File: src/hw/rtl/datetime_string_parser_top_macros.svh
// Assertion macros for the date-time parser
`ifndef DATETIME_STRING_PARSER_TOP_MACROS_SVH
`define DATETIME_STRING_PARSER_TOP_MACROS_SVH

// same-cycle implication
`define DTSP_ASSERT(label, cond, prop, msg) \
  label: assert property (@(posedge clk) disable iff (!rst_n) (cond) |-> (prop)) \
    else $error(msg);

// next-cycle implication
`define DTSP_ASSERT_NEXT(label, cond, prop, msg) \
  label: assert property (@(posedge clk) disable iff (!rst_n) (cond) |=> (prop)) \
    else $error(msg);

`endif

File: src/hw/rtl/dtsp_pkg.sv
package dtsp_pkg;

  localparam int DIG_NUM = 20;

  localparam logic [4:0] CNT_YEAR  = 5'd4;
  localparam logic [4:0] CNT_MONTH = 5'd6;
  localparam logic [4:0] CNT_DATE  = 5'd8;
  localparam logic [4:0] CNT_HOUR  = 5'd10;
  localparam logic [4:0] CNT_MIN   = 5'd12;
  localparam logic [4:0] CNT_SEC   = 5'd14;
  localparam logic [4:0] CNT_MS    = 5'd17;
  localparam logic [4:0] CNT_US    = 5'd20;
  localparam logic [4:0] CNT_SAT   = 5'd21;

  localparam logic [7:0] CH_ZERO  = 8'h30;
  localparam logic [7:0] CH_NINE  = 8'h39;
  localparam logic [7:0] CH_T     = 8'h54;
  localparam logic [7:0] CH_SPACE = 8'h20;
  localparam logic [7:0] CH_DASH  = 8'h2d;
  localparam logic [7:0] CH_COLON = 8'h3a;
  localparam logic [7:0] CH_COMMA = 8'h2c;

  localparam logic [1:0] SUB_DATE = 2'd0;
  localparam logic [1:0] SUB_SEC  = 2'd1;
  localparam logic [1:0] SUB_MS   = 2'd2;
  localparam logic [1:0] SUB_US   = 2'd3;

  localparam logic [1:0] ST_OK    = 2'd0;
  localparam logic [1:0] ST_CHAR  = 2'd1;
  localparam logic [1:0] ST_COUNT = 2'd2;
  localparam logic [1:0] ST_RANGE = 2'd3;

  localparam logic [13:0] YEAR_MIN  = 14'd1000;
  localparam logic [13:0] YEAR_MAX  = 14'd2400;
  localparam logic [6:0]  MONTH_MAX = 7'd12;
  localparam logic [6:0]  DAY_MAX   = 7'd31;
  localparam logic [6:0]  HOUR_MAX  = 7'd23;
  localparam logic [6:0]  MIN_MAX   = 7'd59;
  localparam logic [6:0]  SEC_MAX   = 7'd63;
  localparam logic [9:0]  FRAC_MAX  = 10'd999;

  typedef struct packed {
    logic       vld;
    logic [7:0] ch;
    logic       last;
  } chr_t;

  typedef struct packed {
    logic                          vld;
    logic [DIG_NUM-1:0][3:0]       dig;
    logic [4:0]                    cnt;
    logic                          ferr;
  } snap_t;

  typedef struct packed {
    logic [11:0] year;
    logic [3:0]  month;
    logic [4:0]  day;
    logic [4:0]  hour;
    logic [5:0]  minute;
    logic [5:0]  second;
    logic [9:0]  millisecond;
    logic [9:0]  microsecond;
    logic [1:0]  subtype;
    logic [1:0]  status;
  } res_t;

  function automatic logic [6:0] dec2(logic [3:0] a, logic [3:0] b);
    return 7'(a) * 7'd10 + 7'(b);
  endfunction

  function automatic logic [9:0] dec3(logic [3:0] a, logic [3:0] b, logic [3:0] c);
    return 10'(a) * 10'd100 + 10'(b) * 10'd10 + 10'(c);
  endfunction

  function automatic logic [13:0] dec4(logic [3:0] a, logic [3:0] b,
                                       logic [3:0] c, logic [3:0] d);
    return 14'(a) * 14'd1000 + 14'(b) * 14'd100 + 14'(c) * 14'd10 + 14'(d);
  endfunction

endpackage

File: src/hw/rtl/dtsp_in_if.sv
interface dtsp_in_if;
  logic       valid;
  logic       ready;
  logic [7:0] ch;
  logic       last;

  modport source (output valid, output ch, output last, input ready);
  modport sink   (input valid, input ch, input last, output ready);
endinterface

File: src/hw/rtl/dtsp_out_if.sv
interface dtsp_out_if;
  logic        valid;
  logic        ready;
  logic [11:0] year;
  logic [3:0]  month;
  logic [4:0]  day;
  logic [4:0]  hour;
  logic [5:0]  minute;
  logic [5:0]  second;
  logic [9:0]  millisecond;
  logic [9:0]  microsecond;
  logic [1:0]  subtype;
  logic [1:0]  status;

  modport source (output valid, output year, output month, output day, output hour,
                  output minute, output second, output millisecond,
                  output microsecond, output subtype, output status, input ready);
  modport sink   (input valid, input year, input month, input day, input hour,
                  input minute, input second, input millisecond,
                  input microsecond, input subtype, input status, output ready);
endinterface

File: src/hw/rtl/dtsp_scan.sv
module dtsp_scan (
  input  logic            clk,
  input  logic            rst_n,
  input  dtsp_pkg::chr_t  chr,
  input  logic            snap_rdy,
  output logic            take,
  output dtsp_pkg::snap_t snap
);

  logic [4:0]                       cnt_r, cnt_nxt;
  logic                             ferr_r, ferr_nxt;
  logic [dtsp_pkg::DIG_NUM-1:0][3:0] dig_r, dig_nxt;
  logic                             is_dig;
  logic                             sep_ok;
  dtsp_pkg::snap_t                  snap_r;

  assign take = chr.vld && (!chr.last || snap_rdy);
  assign snap = snap_r;

  assign is_dig = (chr.ch >= dtsp_pkg::CH_ZERO) && (chr.ch <= dtsp_pkg::CH_NINE);

  assign sep_ok =
    ((cnt_r == dtsp_pkg::CNT_DATE) &&
     ((chr.ch == dtsp_pkg::CH_T) || (chr.ch == dtsp_pkg::CH_SPACE))) ||
    (((cnt_r == dtsp_pkg::CNT_YEAR) || (cnt_r == dtsp_pkg::CNT_MONTH)) &&
     (chr.ch == dtsp_pkg::CH_DASH)) ||
    (((cnt_r == dtsp_pkg::CNT_HOUR) || (cnt_r == dtsp_pkg::CNT_MIN)) &&
     (chr.ch == dtsp_pkg::CH_COLON)) ||
    ((cnt_r == dtsp_pkg::CNT_SEC) && (chr.ch == dtsp_pkg::CH_COMMA));

  always_comb begin
    dig_nxt  = dig_r;
    cnt_nxt  = cnt_r;
    ferr_nxt = ferr_r;
    if (take && !ferr_r) begin
      if (is_dig) begin
        for (int i = 0; i < dtsp_pkg::DIG_NUM; i++) begin
          if (cnt_r == 5'(i)) begin
            dig_nxt[i] = chr.ch[3:0];
          end
        end
        if (cnt_r < dtsp_pkg::CNT_SAT) begin
          cnt_nxt = cnt_r + 5'd1;
        end
      end else if (!sep_ok) begin
        ferr_nxt = 1'b1;
      end
    end
  end

  always_ff @(posedge clk) begin
    dig_r <= dig_nxt;
    if (!rst_n) begin
      cnt_r  <= '0;
      ferr_r <= 1'b0;
    end else if (take && chr.last) begin
      cnt_r  <= '0;
      ferr_r <= 1'b0;
    end else begin
      cnt_r  <= cnt_nxt;
      ferr_r <= ferr_nxt;
    end
  end

  always_ff @(posedge clk) begin
    if (!rst_n) begin
      snap_r.vld <= 1'b0;
    end else if (snap_rdy) begin
      snap_r.vld <= take && chr.last;
    end
    if (take && chr.last) begin
      snap_r.dig  <= dig_nxt;
      snap_r.cnt  <= cnt_nxt;
      snap_r.ferr <= ferr_nxt;
    end
  end

endmodule

File: src/hw/rtl/dtsp_decode.sv
module dtsp_decode (
  input  logic            clk,
  input  logic            rst_n,
  input  dtsp_pkg::snap_t snap,
  output logic            snap_rdy,
  dtsp_out_if.source      out_if
);

  logic            vld_r;
  dtsp_pkg::res_t  res_r;
  dtsp_pkg::res_t  res_nxt;
  logic [13:0]     yr;
  logic [6:0]      mo, dy, hr, mi, se;
  logic [9:0]      ms, us;
  logic [1:0]      sub;
  logic            cnt_ok;
  logic            has_time, has_ms, has_us;
  logic            rng_bad;

  assign snap_rdy = !vld_r || out_if.ready;

  assign yr = dtsp_pkg::dec4(snap.dig[0], snap.dig[1], snap.dig[2], snap.dig[3]);
  assign mo = dtsp_pkg::dec2(snap.dig[4], snap.dig[5]);
  assign dy = dtsp_pkg::dec2(snap.dig[6], snap.dig[7]);
  assign hr = dtsp_pkg::dec2(snap.dig[8], snap.dig[9]);
  assign mi = dtsp_pkg::dec2(snap.dig[10], snap.dig[11]);
  assign se = dtsp_pkg::dec2(snap.dig[12], snap.dig[13]);
  assign ms = dtsp_pkg::dec3(snap.dig[14], snap.dig[15], snap.dig[16]);
  assign us = dtsp_pkg::dec3(snap.dig[17], snap.dig[18], snap.dig[19]);

  always_comb begin
    cnt_ok = 1'b1;
    sub    = dtsp_pkg::SUB_DATE;
    case (snap.cnt)
      dtsp_pkg::CNT_DATE: sub = dtsp_pkg::SUB_DATE;
      dtsp_pkg::CNT_SEC:  sub = dtsp_pkg::SUB_SEC;
      dtsp_pkg::CNT_MS:   sub = dtsp_pkg::SUB_MS;
      dtsp_pkg::CNT_US:   sub = dtsp_pkg::SUB_US;
      default:            cnt_ok = 1'b0;
    endcase
  end

  assign has_time = (sub != dtsp_pkg::SUB_DATE);
  assign has_ms   = (sub == dtsp_pkg::SUB_MS) || (sub == dtsp_pkg::SUB_US);
  assign has_us   = (sub == dtsp_pkg::SUB_US);

  assign rng_bad =
    (yr < dtsp_pkg::YEAR_MIN) || (yr > dtsp_pkg::YEAR_MAX) ||
    (mo == 7'd0) || (mo > dtsp_pkg::MONTH_MAX) ||
    (dy == 7'd0) || (dy > dtsp_pkg::DAY_MAX) ||
    (has_time && ((hr > dtsp_pkg::HOUR_MAX) || (mi > dtsp_pkg::MIN_MAX) ||
                  (se > dtsp_pkg::SEC_MAX))) ||
    (has_ms && (ms > dtsp_pkg::FRAC_MAX)) ||
    (has_us && (us > dtsp_pkg::FRAC_MAX));

  always_comb begin
    res_nxt = '0;
    if (snap.ferr) begin
      res_nxt.status = dtsp_pkg::ST_CHAR;
    end else if (!cnt_ok) begin
      res_nxt.status = dtsp_pkg::ST_COUNT;
    end else if (rng_bad) begin
      res_nxt.status = dtsp_pkg::ST_RANGE;
    end else begin
      res_nxt.status = dtsp_pkg::ST_OK;
      res_nxt.year   = yr[11:0];
      res_nxt.month  = mo[3:0];
      res_nxt.day    = dy[4:0];
      res_nxt.subtype = sub;
      if (has_time) begin
        res_nxt.hour   = hr[4:0];
        res_nxt.minute = mi[5:0];
        res_nxt.second = se[5:0];
      end
      if (has_ms) begin
        res_nxt.millisecond = ms;
      end
      if (has_us) begin
        res_nxt.microsecond = us;
      end
    end
  end

  always_ff @(posedge clk) begin
    if (!rst_n) begin
      vld_r <= 1'b0;
    end else if (snap_rdy) begin
      vld_r <= snap.vld;
    end
    if (snap_rdy && snap.vld) begin
      res_r <= res_nxt;
    end
  end

  assign out_if.valid       = vld_r;
  assign out_if.year        = res_r.year;
  assign out_if.month       = res_r.month;
  assign out_if.day         = res_r.day;
  assign out_if.hour        = res_r.hour;
  assign out_if.minute      = res_r.minute;
  assign out_if.second      = res_r.second;
  assign out_if.millisecond = res_r.millisecond;
  assign out_if.microsecond = res_r.microsecond;
  assign out_if.subtype     = res_r.subtype;
  assign out_if.status      = res_r.status;

endmodule

File: src/hw/rtl/datetime_string_parser_top.sv
// Date-time string parser.
// in_if carries one ASCII character per transaction in ch, with last set on
// the final character of a string. out_if carries one result per string:
// year, month, day, hour, minute, second, millisecond, microsecond, subtype
// and status (0 ok, 1 illegal character, 2 bad digit count, 3 out of range).
// Fields not covered by the subtype, and all fields on error, read zero.
// Throughput: one character per cycle while in_if.ready is high, set by the
// single character scan stage; every stage takes a new transaction each
// cycle when downstream moves. A final character's result reaches out_if via the
// input register, scan and snapshot, and decode and result register stages.
// Reset (rst_n low, synchronous) empties all stages and clears the digit
// count and the illegal character flag.
// When the receiver stalls, the result register holds and the snapshot stage
// holds behind it; non-final characters are still scanned, and in_if.ready
// drops only while a final character waits in the input register for the
// result register to free.
`include "datetime_string_parser_top_macros.svh"

module datetime_string_parser_top (
  input logic       clk,
  input logic       rst_n,
  dtsp_in_if.sink   in_if,
  dtsp_out_if.source out_if
);

  logic            s1_v_r;
  logic [7:0]      s1_ch_r;
  logic            s1_last_r;
  dtsp_pkg::chr_t  chr;
  dtsp_pkg::snap_t snap;
  logic            take;
  logic            snap_rdy;

  assign in_if.ready = !s1_v_r || take;

  always_ff @(posedge clk) begin
    if (!rst_n) begin
      s1_v_r <= 1'b0;
    end else if (in_if.ready) begin
      s1_v_r <= in_if.valid;
    end
    if (in_if.ready && in_if.valid) begin
      s1_ch_r   <= in_if.ch;
      s1_last_r <= in_if.last;
    end
  end

  assign chr.vld  = s1_v_r;
  assign chr.ch   = s1_ch_r;
  assign chr.last = s1_last_r;

  dtsp_scan u_scan (
    .clk      (clk),
    .rst_n    (rst_n),
    .chr      (chr),
    .snap_rdy (snap_rdy),
    .take     (take),
    .snap     (snap)
  );

  dtsp_decode u_decode (
    .clk      (clk),
    .rst_n    (rst_n),
    .snap     (snap),
    .snap_rdy (snap_rdy),
    .out_if   (out_if)
  );

  `DTSP_ASSERT(a_err_zero,
    out_if.valid && (out_if.status != dtsp_pkg::ST_OK),
    (out_if.year == 12'd0) && (out_if.month == 4'd0) && (out_if.day == 5'd0) &&
    (out_if.subtype == dtsp_pkg::SUB_DATE),
    "error result carries non-zero fields")

  `DTSP_ASSERT(a_ok_range,
    out_if.valid && (out_if.status == dtsp_pkg::ST_OK),
    (out_if.year >= 12'd1000) && (out_if.year <= 12'd2400) && (out_if.month != 4'd0) &&
    (out_if.month <= 4'd12) && (out_if.day != 5'd0),
    "ok result with date out of range")

  `DTSP_ASSERT(a_date_only,
    out_if.valid && (out_if.status == dtsp_pkg::ST_OK) &&
    (out_if.subtype == dtsp_pkg::SUB_DATE),
    (out_if.hour == 5'd0) && (out_if.minute == 6'd0) && (out_if.second == 6'd0) &&
    (out_if.millisecond == 10'd0) && (out_if.microsecond == 10'd0),
    "date-only result carries time fields")

  `DTSP_ASSERT_NEXT(a_last_snap,
    s1_v_r && s1_last_r && snap_rdy,
    snap.vld,
    "final character did not reach the snapshot stage")

endmodule
File: src/flat_wrapper.sv
// flat-port wrapper written by rule: the top's interface ports become plain ports
module datetime_string_parser_top_flat 
  (clk, rst_n, in_if_valid, in_if_ch, in_if_last, in_if_ready, out_if_valid, out_if_year, out_if_month, out_if_day, out_if_hour, out_if_minute, out_if_second, out_if_millisecond, out_if_microsecond, out_if_subtype, out_if_status, out_if_ready);
  dtsp_in_if in_if_i ();
  dtsp_out_if out_if_i ();
  input logic clk;
  input logic rst_n;
  input wire logic [$bits(in_if_i.valid)-1:0] in_if_valid;
  input wire logic [$bits(in_if_i.ch)-1:0] in_if_ch;
  input wire logic [$bits(in_if_i.last)-1:0] in_if_last;
  output wire logic [$bits(in_if_i.ready)-1:0] in_if_ready;
  output wire logic [$bits(out_if_i.valid)-1:0] out_if_valid;
  output wire logic [$bits(out_if_i.year)-1:0] out_if_year;
  output wire logic [$bits(out_if_i.month)-1:0] out_if_month;
  output wire logic [$bits(out_if_i.day)-1:0] out_if_day;
  output wire logic [$bits(out_if_i.hour)-1:0] out_if_hour;
  output wire logic [$bits(out_if_i.minute)-1:0] out_if_minute;
  output wire logic [$bits(out_if_i.second)-1:0] out_if_second;
  output wire logic [$bits(out_if_i.millisecond)-1:0] out_if_millisecond;
  output wire logic [$bits(out_if_i.microsecond)-1:0] out_if_microsecond;
  output wire logic [$bits(out_if_i.subtype)-1:0] out_if_subtype;
  output wire logic [$bits(out_if_i.status)-1:0] out_if_status;
  input wire logic [$bits(out_if_i.ready)-1:0] out_if_ready;
  assign in_if_i.valid = in_if_valid;
  assign in_if_i.ch = in_if_ch;
  assign in_if_i.last = in_if_last;
  assign in_if_ready = in_if_i.ready;
  assign out_if_valid = out_if_i.valid;
  assign out_if_year = out_if_i.year;
  assign out_if_month = out_if_i.month;
  assign out_if_day = out_if_i.day;
  assign out_if_hour = out_if_i.hour;
  assign out_if_minute = out_if_i.minute;
  assign out_if_second = out_if_i.second;
  assign out_if_millisecond = out_if_i.millisecond;
  assign out_if_microsecond = out_if_i.microsecond;
  assign out_if_subtype = out_if_i.subtype;
  assign out_if_status = out_if_i.status;
  assign out_if_i.ready = out_if_ready;
  datetime_string_parser_top u_core (.clk(clk), .rst_n(rst_n), .in_if(in_if_i), .out_if(out_if_i));
endmodule
File: config.mk
export PLATFORM = sky130hd
export DESIGN_NAME = datetime_string_parser_top_flat
export DESIGN_NICKNAME = d
export VERILOG_FILES = /design/src/hw/rtl/dtsp_pkg.sv /design/src/hw/rtl/dtsp_in_if.sv /design/src/hw/rtl/dtsp_out_if.sv /design/src/hw/rtl/dtsp_scan.sv /design/src/hw/rtl/dtsp_decode.sv /design/src/hw/rtl/datetime_string_parser_top.sv /design/src/flat_wrapper.sv
export VERILOG_INCLUDE_DIRS = /design/src /design/src/hw/rtl
export SDC_FILE = /design/constraint.sdc
export NUM_CORES = 1
export LEC_CHECK = 0
export ABC_AREA = 1
export BUFFER_PORTS_ARGS = -buffer_cell sky130_fd_sc_hd__buf_4
export CAP_MARGIN = 10
export CORE_ASPECT_RATIO = 2
export CORE_MARGIN = 2
export CORE_UTILIZATION = 35
export DETAILED_ROUTE_END_ITERATION = 6
export PLACE_DENSITY = 0.53
export SETUP_SLACK_MARGIN = 0.02
export SYNTH_ARGS = -nofsm -noshare
export SYNTH_HDL_FRONTEND = slang
export SYNTH_SLANG_ARGS = --single-unit
File: constraint.sdc
create_clock -name clk -period 9.91 [get_ports clk]
set_clock_uncertainty 0.1 [all_clocks]
set_input_delay 1.982 -clock clk [delete_from_list [all_inputs] [get_ports clk]]
set_output_delay 1.982 -clock clk [all_outputs]
set_load 0.02 [all_outputs]
==> metrics.cfg <==
[sta]
setup_tns_ns = 0
whs_ns = 0.355
setup_viol = 0
rsz0062_at_grt = no
maxSlewViolCount = 0
tightest_slew_ns = 0.934
worst_slack_ns = 4.30
fin_crit_ns = 5.61
finalHoldViolations = 0
maxSlewHeadroom = 0.377
fin_crit_sh = 0.566
max_freq_mhz = 178

[placement]
dp_hpwl_um = 22300
dp_cells = 1833
place.gp.congestion = 0.858
numPortBuffers = 76
post_dp_cell_area_sq_mm = 0.0142
pre_cts_ws_ns = 4.30

[clock_tree]
cts_hold_buf = 0
cts.clk_slew.worst_paths_ns = 0.07
cts_tree = done
cts_resized = 0
cts.root.buffer_cell = clkbuf_16
cts.sinks = 246
clk_latency_ns = 0.54
clk_path_buf_depth = 3
cts_setup_buffers = 0
ctsHtreeMaxLevel = 1
cts_inserted_buffers = 23

[job]
drv_cap = 0

[grt]
grt_max_degree = 69
antenna_found_initial = 0
grt_usage = 0.152
grt_first_pass_wirelength_um = 46900
first_global_vias = 9208
grt.overflow.total = 0

[drt]
post_drt_wl_per_cell_um = 15.5
drtAntennaViolNets = 0
avgViaCountPerCell = 4.74
drt-initial-drc-count = 318
post-route-drc-count = 0
drt-pass1-iter-count = 5
vias = 8892
routed_wl_um = 29100

[yosys]
ys_seq_area_frac = 0.495
syn_area_per_cell_sq_um = 10.0
ys_seq_elements = 246
ys_warn_count = 0
synth_top_area_frac = 0.360
synthArstFlopShare = 0
synth_fp_nets = 1491
synth_area_sq_mm = 0.0131
synthCells = 1310
synth_top_flop_cell = edfxtp_1
yosys.area.top_type = edfxtp_1
synthDistinctLibCells = 38
synth-edff-count = 157
synthTopCellsByArea = edfxtp_1 36%, dfxtp_1 14%, ha_1 13%, nand2_1 7.0%, inv_1 5.9%

[floorplan]
design.die.area_sq_mm = 0.0391
num_rows = 100
initial_core_util = 0.354
die_w_um = 141
core_area_sq_mm = 0.0370
die_y_um = 278
io_pins = 77

[final_layout]
final_area_sq_mm = 0.0150
fin_nets = 1580
stdcell_count = 1875
diodes = 0
area_growth_pct = 14.2
nFillCells = 3637
drive_above_1_share = 0.108
utilization = 0.404

[pwr]
p_leak_nw = 6.99
pwr-share-comb = 0.188
p_switching_mw = 0.715
ir_worst_vdd_mv = 0.102
clkPwrFrac = 0.366
total_power_mw = 2.51
p_int_mw = 1.79
power.density_mw_per_mm2 = 167
power.share.switching = 0.285
pwr-share-seq = 0.446

[setup_path]
crit_buf_inv = 2
cp-end-kind = flip-flop
cp-start-kind = flip-flop
rrSetupSlack_ns = 4.30
r2r-start = u_core.u_scan.snap[8]
cp_top_family = adder cells
crit_fanout = 22
worstPathArrival_ns = 5.88
path_class = reg2reg
cpMaxStageDelayCell = fa_1
rr_worst_depth = 25
r2r-end = u_core.u_decode.out_if.month[2]
worst_ep_required_time_ns = 10.17
slowest_delay_ns = 0.62

[min_path]
whs_path_depth = 2
min_from = u_core.u_scan.dig_r[23]
min_to = u_core.u_scan.dig_r[23]
hold_class = reg2reg

[run_status]
status = finished, final reports clean

==> placed cells by master (no fill, tap or decap), types with 5 or more instances in the layout <==
master     count
xnor2_1       20
dfxtp_1       89
a31oi_1        6
xor2_1        16
ha_1         131
nor2_1       104
nand4_1       34
mux2i_1       21
edfxtp_1     157
a21oi_1       29
inv_1        205
nor2_4         6
nand3b_1      11
o21ai_0       75
nand2_2        5
clkbuf_16     24
buf_4         78
nor2_2        16
fa_1          37
nand3_1       63
nand2_1      245
==> final cells by class <==
type / count / area [sq um] / area share
flip-flops and latches: 246 / 6500 / 0.434
multi-input cells: 841 / 5750 / 0.384
inverters: 209 / 786 / 0.0525
clock buffers: 27 / 632 / 0.0422
repair buffers: 78 / 586 / 0.0391
well taps: 459 / 574 / 0.0384
clock inverters: 15 / 151 / 0.0101
==> worst max-delay path by stage <==
stage                                 endpoint  cells past startpoint                   from
2_1_floorplan    u_core.u_decode.out_if.day[0]                      2           out_if_ready
3_3_place_gp   u_core.u_decode.out_if.year[11]                     25  u_core.u_scan.snap[8]
3_5_place_dp     u_core.u_decode.out_if.day[4]                     25  u_core.u_scan.snap[7]
4_1_cts          u_core.u_decode.out_if.day[4]                     25  u_core.u_scan.snap[7]
5_1_grt          u_core.u_decode.out_if.day[4]                     26  u_core.u_scan.snap[8]
6_report       u_core.u_decode.out_if.month[2]                     25  u_core.u_scan.snap[8]
==> power groups by stage <==
stage                     registers (mW)  logic (mW)  clock network [mW]
after floorplan                     1.14       0.355                   0
after global placement              1.14       0.471                   0
after detailed placement            1.14       0.473                   0
after CTS                           1.12       0.477               0.944
after global routing                1.12       0.544               0.978
final                               1.12       0.470               0.917
==> sequential cells by signal (all words and copies together) (netlist names), 6 cells and up <==
name,cells
u_core.u_decode.out_if.second,6
u_core.u_decode.out_if.millisecond,10
u_core.u_decode.out_if.microsecond,10
u_core.u_decode.out_if.year,12
u_core.s1_ch_r,8
u_core.u_decode.out_if.minute,6
u_core.u_scan.dig_r,80
u_core.u_scan.snap,87
==> logic make-up after synthesis <==
family | count (synthesis) | synth area share
fa+ha+maj | 168 | 0.181
mux | 21 | 0.0160
xor+xnor | 36 | 0.0240
buf+inv | 223 | 0.0668
flops | 246 | 0.495
compound gates | 121 | 0.0490
simple gates | 495 | 0.167
==> worst reg2reg max path, delay by kind of cell (launching register included) <==
family	cells	cell delay, ns
buffers and inverters	2	0.14
adder cells (fa/ha/maj)	6	2.40
flip-flops	1	0.51
AND/OR/NAND/NOR	15	1.80
AO/OA/AOI/OAI	1	0.31
XOR/XNOR	1	0.20
==> cells in the mapped netlist, types with 2 or more instances <==
cell type / instances
ha_1: 131
nand3b_1: 11
xor2_1: 16
nor4_1: 2
o21bai_1: 4
o21ai_0: 75
a31oi_1: 6
a21o_1: 3
a21oi_1: 29
fa_1: 37
nor2_4: 5
edfxtp_1: 157
xnor2_1: 20
inv_1: 206
inv_2: 3
nand2_2: 5
buf_6: 3
dfxtp_1: 89
nor2_1: 105
mux2i_1: 21
nand3_1: 63
nor3_1: 3
nand2_1: 245
or2_1: 2
clkbuf_1: 8
nand4_1: 34
nor2_2: 16
==> routing by layer <==
layer,vias to the layer above,track usage,share of wire
met2,139,0.316,0.59
met4,0,0.0605,0.037
met5,-,0,0
met1,4173,0.148,0.35
li1,4525,-,-
met3,55,0.0161,0.026
(Power assumes the default switching activity.)
